===== src/rtl/folo_pkg.sv =====
// Shared types and constants for the frequency-ordered lookup table.
// Holds the request and response words, the action and status codes and
// the per-cell select code. No dependencies.
package folo_pkg;

   localparam int KEY_W   = 32;
   localparam int POS_W   = 4;
   localparam int FREQ_W  = 16;
   localparam int TOTAL_W = 5;

   typedef enum logic [1:0] {
      ACT_PUSH   = 2'd0,
      ACT_POP    = 2'd1,
      ACT_CLEAR  = 2'd2,
      ACT_LOCATE = 2'd3
   } action_type;

   typedef enum logic [1:0] {
      STAT_DONE  = 2'd0,
      STAT_MISS  = 2'd1,
      STAT_EMPTY = 2'd2,
      STAT_FULL  = 2'd3
   } status_type;

   // What a cell takes into its registers in the coming cycle.
   typedef enum logic [1:0] {
      SEL_HOLD  = 2'd0,
      SEL_LEFT  = 2'd1,
      SEL_RIGHT = 2'd2,
      SEL_LOAD  = 2'd3
   } cell_sel_type;

   typedef struct packed {
      action_type               action;
      logic signed [KEY_W-1:0]  key;
   } req_type;

   typedef struct packed {
      status_type          status;
      logic [POS_W-1:0]    position;
      logic [FREQ_W-1:0]   frequency;
      logic [TOTAL_W-1:0]  entry_total;
   } rsp_type;

endpackage


===== src/rtl/folo_cell.sv =====
// One slot of the table: a key and its access count, with the neighbor
// moves and the two compares that the controller needs.
// Depends on folo_pkg.
module folo_cell #(
   parameter int COUNT_BITS = 16
) (
   input  logic                          clock,
   input  folo_pkg::cell_sel_type        sel,
   input  logic [folo_pkg::KEY_W-1:0]    left_key,
   input  logic [COUNT_BITS-1:0]         left_count,
   input  logic [folo_pkg::KEY_W-1:0]    right_key,
   input  logic [COUNT_BITS-1:0]         right_count,
   input  logic [folo_pkg::KEY_W-1:0]    load_key,
   input  logic [COUNT_BITS-1:0]         load_count,
   input  logic [folo_pkg::KEY_W-1:0]    lookup_key,
   input  logic [COUNT_BITS-1:0]         ref_count,
   output logic [folo_pkg::KEY_W-1:0]    key_q,
   output logic [COUNT_BITS-1:0]         count_q,
   output logic                          match,
   output logic                          not_greater
);
   import folo_pkg::*;

   logic [KEY_W-1:0]      key_ff;
   logic [KEY_W-1:0]      key_in;
   logic [COUNT_BITS-1:0] count_ff;
   logic [COUNT_BITS-1:0] count_in;

   always_comb begin
      case (sel)
         SEL_LEFT: begin
            key_in   = left_key;
            count_in = left_count;
         end
         SEL_RIGHT: begin
            key_in   = right_key;
            count_in = right_count;
         end
         SEL_LOAD: begin
            key_in   = load_key;
            count_in = load_count;
         end
         default: begin
            key_in   = key_ff;
            count_in = count_ff;
         end
      endcase
   end

   always_ff @(posedge clock) begin
      key_ff   <= key_in;
      count_ff <= count_in;
   end

   assign key_q       = key_ff;
   assign count_q     = count_ff;
   assign match       = (key_ff == lookup_key);
   assign not_greater = (count_ff <= ref_count);

endmodule


===== src/rtl/frequency_ordered_lookup_table_core.sv =====
// Top level of the frequency-ordered lookup table: a row of DEPTH cells and
// the controller that steers them. Depends on folo_pkg and folo_cell.

// Push, pop and clear: the result word is registered at the edge that accepts
// the request, and the next request may follow in the next cycle unless a
// stalled result holds it off. A result waits in an output register, so a
// stalled result holds off only the next request. Locate: all cells compare
// the key at the accepting edge, the search state picks the first matching
// cell and raises its count or reports a miss, and on a hit the move state
// finds the first cell whose count is not greater and moves every entry between
// the old and the new position by one cell, all in parallel. Each of the two
// first-one searches over the row gets a state of its own. Stored entries need
// no clearing after reset; only the state, entry count and result valid are reset.
module frequency_ordered_lookup_table_core #(
   parameter int DEPTH      = 16,
   parameter int COUNT_BITS = 16
) (
   input  logic              clock,
   input  logic              reset,
   input  logic              req_valid,
   output logic              req_stall,
   input  folo_pkg::req_type req_data,
   output logic              rsp_valid,
   input  logic              rsp_stall,
   output folo_pkg::rsp_type rsp_data
);
   import folo_pkg::*;

   localparam int OCC_W = $clog2(DEPTH + 1);
   localparam int IDX_W = $clog2(DEPTH);

   typedef enum logic [1:0] {
      ST_IDLE,
      ST_SEARCH,
      ST_MOVE
   } state_type;

   state_type             state_ff, state_in;
   logic [OCC_W-1:0]      occ_ff, occ_in;
   logic                  rsp_valid_ff, rsp_valid_in;
   rsp_type               rsp_ff, rsp_in;
   logic [KEY_W-1:0]      key_ff, key_in;
   logic [DEPTH-1:0]      match_ff, match_in;
   logic [DEPTH-1:0]      hit_oh_ff, hit_oh_in;
   logic [DEPTH-1:0]      below_hit_ff, below_hit_in;
   logic [COUNT_BITS-1:0] cnt_ff, cnt_in;

   logic                  req_accept;
   logic                  rsp_load;

   logic [KEY_W-1:0]      cell_key   [DEPTH];
   logic [COUNT_BITS-1:0] cell_count [DEPTH];
   cell_sel_type          cell_sel   [DEPTH];
   logic [DEPTH-1:0]      cell_match;
   logic [DEPTH-1:0]      cell_ng;
   logic [KEY_W-1:0]      load_key;
   logic [COUNT_BITS-1:0] load_count;

   logic [DEPTH-1:0]      valid_mask;
   logic [DEPTH-1:0]      match_minus;
   logic [DEPTH-1:0]      hit_oh_w;
   logic [DEPTH-1:0]      below_hit_w;
   logic [COUNT_BITS-1:0] hit_count;
   logic [COUNT_BITS-1:0] hit_count_sat;

   logic [DEPTH-1:0]      le_vec;
   logic [DEPTH-1:0]      le_minus;
   logic [DEPTH-1:0]      first_le;
   logic [DEPTH-1:0]      below_le;
   logic [DEPTH-1:0]      move_oh;
   logic [DEPTH-1:0]      below_move;
   logic [IDX_W-1:0]      move_pos;

   assign req_stall  = (state_ff != ST_IDLE) || (rsp_valid_ff && rsp_stall);
   assign req_accept = req_valid && !req_stall;
   assign rsp_valid  = rsp_valid_ff;
   assign rsp_data   = rsp_ff;

   // Row of cells; the first cell takes the load word as its left neighbor,
   // the last one takes itself as its right neighbor.
   for (genvar g = 0; g < DEPTH; g++) begin : gen_cell
      logic [KEY_W-1:0]      lkey, rkey;
      logic [COUNT_BITS-1:0] lcnt, rcnt;
      if (g == 0) begin : gen_first
         assign lkey = load_key;
         assign lcnt = load_count;
      end else begin : gen_inner_left
         assign lkey = cell_key[g-1];
         assign lcnt = cell_count[g-1];
      end
      if (g == DEPTH - 1) begin : gen_last
         assign rkey = cell_key[g];
         assign rcnt = cell_count[g];
      end else begin : gen_inner_right
         assign rkey = cell_key[g+1];
         assign rcnt = cell_count[g+1];
      end
      folo_cell #(
         .COUNT_BITS (COUNT_BITS)
      ) u_cell (
         .clock       (clock),
         .sel         (cell_sel[g]),
         .left_key    (lkey),
         .left_count  (lcnt),
         .right_key   (rkey),
         .right_count (rcnt),
         .load_key    (load_key),
         .load_count  (load_count),
         .lookup_key  (req_data.key),
         .ref_count   (cnt_ff),
         .key_q       (cell_key[g]),
         .count_q     (cell_count[g]),
         .match       (cell_match[g]),
         .not_greater (cell_ng[g])
      );
   end

   // Occupied cells, first matching cell and its raised count.
   always_comb begin
      for (int i = 0; i < DEPTH; i++) begin
         valid_mask[i] = (occ_ff > OCC_W'(i));
      end
      match_minus = match_ff - DEPTH'(1);
      hit_oh_w    = match_ff & ~match_minus;
      below_hit_w = ~match_ff & match_minus;
      hit_count   = '0;
      for (int i = 0; i < DEPTH; i++) begin
         if (hit_oh_w[i]) begin
            hit_count = hit_count | cell_count[i];
         end
      end
      hit_count_sat = (hit_count == '1) ? hit_count : hit_count + COUNT_BITS'(1);
   end

   // Insertion point among the remaining entries, in post-removal positions.
   always_comb begin
      le_vec   = valid_mask & ~hit_oh_ff & cell_ng;
      le_minus = le_vec - DEPTH'(1);
      first_le = le_vec & ~le_minus;
      below_le = ~le_vec & le_minus;
      if (le_vec == '0) begin
         // no entry is not greater: append at the tail
         move_oh    = valid_mask & ~(valid_mask >> 1);
         below_move = valid_mask >> 1;
      end else if ((first_le & below_hit_ff) != '0) begin
         move_oh    = first_le;
         below_move = below_le;
      end else begin
         move_oh    = first_le >> 1;
         below_move = below_le >> 1;
      end
      move_pos = '0;
      for (int i = 0; i < DEPTH; i++) begin
         if (move_oh[i]) begin
            move_pos = move_pos | IDX_W'(i);
         end
      end
   end

   always_comb begin
      state_in     = state_ff;
      occ_in       = occ_ff;
      key_in       = key_ff;
      match_in     = match_ff;
      hit_oh_in    = hit_oh_ff;
      below_hit_in = below_hit_ff;
      cnt_in       = cnt_ff;
      rsp_in       = rsp_ff;
      rsp_load     = 1'b0;
      load_key     = key_ff;
      load_count   = cnt_ff;
      for (int i = 0; i < DEPTH; i++) begin
         cell_sel[i] = SEL_HOLD;
      end

      case (state_ff)
         ST_IDLE: begin
            if (req_accept) begin
               rsp_in.status    = STAT_DONE;
               rsp_in.position  = '0;
               rsp_in.frequency = '0;
               case (req_data.action)
                  ACT_PUSH: begin
                     rsp_load = 1'b1;
                     if (occ_ff == OCC_W'(DEPTH)) begin
                        rsp_in.status = STAT_FULL;
                     end else begin
                        load_key   = req_data.key;
                        load_count = '0;
                        for (int i = 0; i < DEPTH; i++) begin
                           cell_sel[i] = (i == 0) ? SEL_LOAD : SEL_LEFT;
                        end
                        occ_in = occ_ff + OCC_W'(1);
                     end
                  end
                  ACT_POP: begin
                     rsp_load = 1'b1;
                     if (occ_ff == '0) begin
                        rsp_in.status = STAT_EMPTY;
                     end else begin
                        for (int i = 0; i < DEPTH; i++) begin
                           cell_sel[i] = SEL_RIGHT;
                        end
                        occ_in = occ_ff - OCC_W'(1);
                     end
                  end
                  ACT_CLEAR: begin
                     rsp_load = 1'b1;
                     occ_in   = '0;
                  end
                  ACT_LOCATE: begin
                     key_in   = req_data.key;
                     match_in = cell_match & valid_mask;
                     state_in = ST_SEARCH;
                  end
                  default: begin
                     rsp_load = 1'b0;
                  end
               endcase
            end
         end
         ST_SEARCH: begin
            if (match_ff == '0) begin
               rsp_load         = 1'b1;
               rsp_in.status    = STAT_MISS;
               rsp_in.position  = '0;
               rsp_in.frequency = '0;
               state_in         = ST_IDLE;
            end else begin
               hit_oh_in    = hit_oh_w;
               below_hit_in = below_hit_w;
               cnt_in       = hit_count_sat;
               state_in     = ST_MOVE;
            end
         end
         ST_MOVE: begin
            // entries between the old and new place shift one cell toward the gap
            for (int i = 0; i < DEPTH; i++) begin
               if (move_oh[i]) begin
                  cell_sel[i] = SEL_LOAD;
               end else if (!below_move[i] && (below_hit_ff[i] || hit_oh_ff[i])) begin
                  cell_sel[i] = SEL_LEFT;
               end else if (!below_hit_ff[i] && below_move[i]) begin
                  cell_sel[i] = SEL_RIGHT;
               end else begin
                  cell_sel[i] = SEL_HOLD;
               end
            end
            rsp_load         = 1'b1;
            rsp_in.status    = STAT_DONE;
            rsp_in.position  = POS_W'(move_pos);
            rsp_in.frequency = FREQ_W'(cnt_ff);
            state_in         = ST_IDLE;
         end
         default: begin
            state_in = ST_IDLE;
         end
      endcase

      if (rsp_load) begin
         rsp_in.entry_total = TOTAL_W'(occ_in);
      end
      rsp_valid_in = rsp_load || (rsp_valid_ff && rsp_stall);
   end

   always_ff @(posedge clock) begin
      if (reset) begin
         state_ff     <= ST_IDLE;
         occ_ff       <= '0;
         rsp_valid_ff <= 1'b0;
      end else begin
         state_ff     <= state_in;
         occ_ff       <= occ_in;
         rsp_valid_ff <= rsp_valid_in;
      end
      rsp_ff       <= rsp_in;
      key_ff       <= key_in;
      match_ff     <= match_in;
      hit_oh_ff    <= hit_oh_in;
      below_hit_ff <= below_hit_in;
      cnt_ff       <= cnt_in;
   end

`ifndef ASSERT_OFF
   a_occ_bound: assert property (@(posedge clock) disable iff (reset)
      occ_ff <= OCC_W'(DEPTH))
      else $error("entry count above table depth");

   a_move_onehot: assert property (@(posedge clock) disable iff (reset)
      state_ff == ST_MOVE |-> $onehot(move_oh))
      else $error("insertion point not a single cell");

   a_move_result: assert property (@(posedge clock) disable iff (reset)
      state_ff == ST_MOVE |=> $stable(occ_ff) && rsp_valid_ff && rsp_ff.status == STAT_DONE)
      else $error("located entry move changed count or lost its result");

   a_miss_result: assert property (@(posedge clock) disable iff (reset)
      state_ff == ST_SEARCH && match_ff == '0 |=> rsp_valid_ff && rsp_ff.status == STAT_MISS)
      else $error("miss not reported");
`endif

endmodule


===== config.mk =====
export PLATFORM = sky130hd
export DESIGN_NAME = frequency_ordered_lookup_table_core
export DESIGN_NICKNAME = d
export VERILOG_FILES = /design/src/rtl/folo_pkg.sv /design/src/rtl/folo_cell.sv /design/src/rtl/frequency_ordered_lookup_table_core.sv
export SDC_FILE = /design/constraint.sdc
export NUM_CORES = 2
export LEC_CHECK = 0
export BUFFER_PORTS_ARGS = -buffer_cell sky130_fd_sc_hd__buf_2
export CAP_MARGIN = 20
export CORE_ASPECT_RATIO = 1.1
export CORE_UTILIZATION = 30
export CTS_CLUSTER_DIAMETER = 120
export DETAILED_ROUTE_END_ITERATION = 10
export GPL_TIMING_DRIVEN = 0
export PLACE_DENSITY_LB_ADDON = 0.15
export RECOVER_POWER = 50
export SLEW_MARGIN = 5
export SYNTH_ARGS = -nofsm -noshare
export SYNTH_HDL_FRONTEND = slang
export SYNTH_HIERARCHICAL = 1
export SYNTH_SLANG_ARGS = --single-unit

===== constraint.sdc =====
create_clock -name clock -period 6.81 [get_ports clock]
set_input_delay 0.681 -clock clock [delete_from_list [all_inputs] [get_ports clock]]
set_output_delay 0.681 -clock clock [all_outputs]
set_load 0.005 [all_outputs]

# Yosys cells after proc, flatten, opt, wreduce, memory -nomap -nowiden
# Index checks and enable logic that the tools add are counted.
# classes
reduce_logical,115
eq_ne,73
addsub,5
magnitude_cmp,32
n_bitwise,31
muxes,148
# ops
op,count
one-hot mux 32 bit (3 select lines),14
one-hot mux 16 bit (3 select lines),14
== test 32 bit,16
2-to-1 mux 16 bit,25
less-or-equal comparator 16 bit,16
one-hot mux 32 bit (2 select lines),4
OR 16 bit,15
2-to-1 mux 32 bit,7
AND 16 bit,9
2-to-1 mux 2 bit,55
NOT 16 bit,5
"== test 2 bit, second input constant",34
one-hot mux 22 bit (3 select lines),1
one-hot mux 16 bit (2 select lines),2
nonzero test 3 bit,15
2-to-1 mux 22 bit,2
"> comparator 5 x 4 -> 1 bit, second input constant",8
"== test 2 x 1 -> 1 bit, second input constant",18
logical AND 1 bit,34
zero test 1 bit,33
zero test 16 bit,2
2-to-1 mux 4 bit,8
"subtractor 16 x 1 -> 16 bit, second input constant",2
"> comparator 5 x 3 -> 1 bit, second input constant",4
26 further kinds,61
# word_totals
ff_bits,899
word_cells,448
input_bits,38
out_inout_bits,29

# Depth between registers and ports, before layout
# depth
depth_word,36
depth_mapped,22
ltp_nobuf,17

# Cells and area by module
# The synthesis kept the hierarchy.
# by_module_without_submodules
module,cells_per_inst,area_each_um2,seq_area_each_um2,instances
folo_cell (gen_cell[0].u_cell ...),309,3190.6,1441.4,11
folo_cell (gen_cell[5].u_cell ...),309,3194.3,1441.4,5
frequency_ordered_lookup_table_core,1011,9589.2,3853.7,1

# Worst setup path before layout
# OpenSTA, ideal clock, no wires.
# synth_timing
path_kind,reg-to-reg
from,register cnt_ff[14]
to,"register gen_cell[4].u_cell.count_ff[0], enable pin"
period_less_slack_ps,5955
t_arrival_ps,5547
t_required_ps,6402
setup_time_ps,408
path_slack_ps,855
n_path_buf,4
path_stages_with_launch,21
cell_sequence,edfxtp_1 -> inv_1 -> ha_1 -> nand4_1 -> nor4_2 -> a21boi_2 -> o31ai_2 -> nor2b_1 -> a21boi_1 -> or4_1 -> buf_2 -> nor4_2 -> o211ai_1 -> and3_4 -> buf_6 -> a221o_1 -> o21a_1 -> o21ai_1 -> buf_2 -> clkbuf_1 -> or2_1
# synth_lines
item,line,source
from (decl),frequency_ordered_lookup_table_core.sv:46,"logic [COUNT_BITS-1:0] cnt_ff, cnt_in;"
from (signal assigned),frequency_ordered_lookup_table_core.sv:281,cnt_ff <= cnt_in;
to (signal assigned),folo_cell.sv:52,count_ff <= count_in;
to (decl),folo_cell.sv:26,logic [COUNT_BITS-1:0] count_ff;

==> flow_summary.json <==
{
  "outcome": "complete, but fails checks",
  "violations": "max-capacitance violations, max-slew violations",
  "ys_seq_elements": 899,
  "die_w_um": 431,
  "vias": 48900,
  "yosysSeqAreaShare_pct": 44.4,
  "p_sw_uw": 4270,
  "mostFrequentLayoutCell": "a21oi_1",
  "final_antenna_net_count": 0,
  "setup_viol": 0,
  "synth_flop_cell": "edfxtp_1",
  "period_minus_slack_ns": 6.67,
  "r2r_end": "gen_cell[4].u_cell/count_q[3]",
  "worst-r2r-cell-count": 24,
  "core_area_um2": 200000,
  "rr_startpoint": "cnt_ff[14]",
  "via_per_inst": 5.43,
  "area_delta_synth_final_pct": 14.0,
  "finalWirelength_um": 248000,
  "crit_path_start": "cnt_ff[14]",
  "r2r_setup_slack_ns": 0.14,
  "clkSinkCount": 899,
  "yosysWarnings": 6,
  "numPortBuffers": 64,
  "syn_area_um2": 60700,
  "startpoint_type": "register",
  "clock_path_buffers": 3,
  "insertion_delay_ns": 0.78,
  "arrival_ns": 7.10,
  "combPwrFrac_pct": 13.9,
  "power.density_nw_per_um2": 215,
  "fin_crit_sh_pct": 98.0,
  "async_flop_share_pct": 0,
  "endpoint_kind": "register",
  "ctsRootBufferMaster": "clkbuf_16",
  "grt_start_max_net_pins": 40,
  "synth_nets": 6259,
  "grt.overflow.total": 0,
  "tightest_slew_ns": 3.46,
  "netlist_instances": 5955,
  "synth.distinct_cells": 97,
  "cts_max_level": 3,
  "crit_end": "gen_cell[4].u_cell/count_q[3]",
  "switching_share_pct": 28.8,
  "die_h_um": 474,
  "final_cell_mix": "a21oi_1 (908), edfxtp_1 (891), nor2_1 (857)",
  "rsz0062_at_grt": "false",
  "intPower_uw": 10600,
  "antenna_found_initial": 12,
  "gp_congestion": 0.892,
  "nNetsFinal": 6511,
  "hold_viol_final": 0,
  "rows": 172,
  "io_pins": 67,
  "numCtsBuffers": 113,
  "grt_pass1_vias": 49400,
  "critPathRequiredTime_ns": 7.24,
  "drive_gt1_share_pct": 8.74,
  "min_from": "rsp_stall",
  "dr.pass1.iters": 6,
  "hold_slack_ns": 0.188,
  "p_leak_uw": 0.0253,
  "die_area_um2": 204000,
  "cp_max_fo": 33,
  "maxCapViolCount": 36,
  "drtIter0Drc": 4482,
  "path_clk_slew_ns": 0.05,
  "wl_per_cell_um": 27.6,
  "route.detailed.drc": 0,
  "hold_class": "primary input to register",
  "skew_ns": 0.0434,
  "place_hpwl_um": 199000,
  "grt_pass1_wl_um": 352000,
  "start_util_pct": 30.3,
  "vdd_drop_max_mv": 0.203,
  "tritoncts": "built",
  "max_freq_ghz": 0.150,
  "p_clk_share_pct": 40.9,
  "slew_violations": 710,
  "sequentialPowerShare_pct": 45.1,
  "syn-mean-instance-area_um2": 10.2,
  "synth_edf_count": 891,
  "power_uw": 14900,
  "grt_usage_pct": 23.6,
  "cts_hold_buf": 0,
  "slew_headroom_pct": -131,
  "path_class": "register to register"
}
==> through the flow <==
stage	instances	setup TNS (ns)	setup WS [ns]	utilization, %	area (um2)
finish	9004	0	0.135	34.5	69200
global route	9001	0	0.00201	34.5	69200
CTS	8992	0	0.0232	34.5	69200
detailed placement	8753	-952.36	-1.70	32.5	65200
global placement	8716	-2262.89	-2.96	32.1	64400
floorplan	5955	0	0.855	-	60700
==> metal layers <==
layer | vias to the layer above | track usage [%] | share of wire (%)
li1 | 22400 | - | -
met1 | 24600 | 30.9 | 43
met2 | 1515 | 40.2 | 48
met3 | 397 | 2.56 | 4.6
met4 | 4 | 8.14 | 3.7
met5 | - | 0 | 0.010
==> worst min path at each step <==
stage | endpoint | slack, ns | depth (start not counted)
global route | state_ff[0] | 0.18 | 2
global placement | hit_oh_ff[0] | 0.46 | 0
floorplan | hit_oh_ff[0] | 0.44 | 0
CTS | rsp_valid | 0.13 | 3
detailed placement | hit_oh_ff[0] | 0.47 | 0
finish | rsp_valid | 0.19 | 3
==> Yosys cell counts, types with 11 or more instances <==
library cell | number | area (um2)
nor3_1 | 20 | 100
xor2_1 | 516 | 4520
mux2_2 | 33 | 372
nand3_1 | 60 | 300
nand2_1 | 147 | 552
a21oi_1 | 910 | 4550
buf_2 | 139 | 696
mux2i_1 | 772 | 7730
ha_1 | 266 | 3330
buf_6 | 24 | 270
nor4_2 | 17 | 213
nor2_1 | 858 | 3220
nor4_1 | 140 | 876
clkbuf_1 | 158 | 593
a221oi_1 | 14 | 123
nor2b_1 | 44 | 275
a21boi_2 | 16 | 180
a22o_1 | 18 | 158
edfxtp_1 | 891 | 26800
o221ai_1 | 13 | 114
and2_1 | 71 | 444
nand4_1 | 88 | 551
o31ai_2 | 16 | 200
a22oi_1 | 41 | 308
nand2b_1 | 14 | 87.6
a221o_1 | 38 | 380
o21ai_1 | 21 | 105
o211ai_1 | 11 | 82.6
a21o_1 | 25 | 188
or2_1 | 17 | 106
o21ai_0 | 70 | 350
buf_4 | 12 | 90.1
inv_1 | 277 | 1040
==> power groups by stage <==
| stage | combinational [uW] | clock [uW] | sequential (uW) |
|---|---|---|---|
| global placement | 1910 | 0 | 6880 |
| finish | 2070 | 6080 | 6700 |
| CTS | 2060 | 6250 | 6710 |
| detailed placement | 2010 | 0 | 6830 |
| global route | 2240 | 6420 | 6730 |
| floorplan | 1270 | 0 | 6690 |
==> kinds of logic (layout without fill, tap and decap cells) <==
group                    count (synthesis)  in the layout  share of synthesized area, %
XOR/XNOR                               517            517                          7.47
AND/OR/NAND/NOR                       1546           1549                          12.1
other                                    0              4                             0
multiplexers                           805            805                          13.4
buffers and inverters                  617            962                          4.48
flip-flops                             899            899                          44.4
AO/OA/AOI/OAI                         1305           1305                          12.7
adder cells (fa/ha/maj)                266            266                          5.49
==> flip-flops by register name (all words and copies together), names as in the netlist <==
register,flops
match_ff,16
key_ff,32
rsp_data,27
occ_ff,5
state_ff,2
below_hit_ff,16
hit_oh_ff,16
gen_cell.u_cell/count_q,256
rsp_valid,1
cnt_ff,16
gen_cell.u_cell/key_q,512
==> worst max-delay path: stages, from the launching register on <==
cell      delay (ns)
edfxtp_1        0.39
buf_12          0.14
buf_16          0.15
inv_1           0.06
ha_1            0.31
nand4_1         0.24
nor4_4          0.41
a21boi_2        0.23
o31ai_2         0.10
nor2b_2         0.20
a21boi_1        0.16
or4_1           0.53
buf_2           0.21
or4_4           0.63
nor3_4          0.32
buf_4           0.21
nand3_1         0.08
o311a_1         0.28
a21boi_1        0.18
o21ai_1         0.13
buf_2           0.28
clkbuf_2        0.40
buf_6           0.24
or2_4           0.17
buf_12          0.21
==> area by class of cell <==
class / count / area (um2)
clock buffers: 142 / 2960
multi-input cells: 4442 / 31200
diodes: 4 / 10.0
repair buffers: 141 / 1390
flip-flops and latches: 899 / 26900
plain buffers: 328 / 1590
inverters: 282 / 1060
fillers: 20600 / 131000
well taps: 2697 / 3370
clock inverters: 69 / 663
==> repair_timing <==
item / in CTS / in global routing
buffers inserted: 31 / 8
pin swaps: 3 / 2
gates resized for setup: 31 / 16
endpoints found under the setup margin: 1352 / 749
gates cloned: 2 / 1
Power figures use the tool's default switching activity.
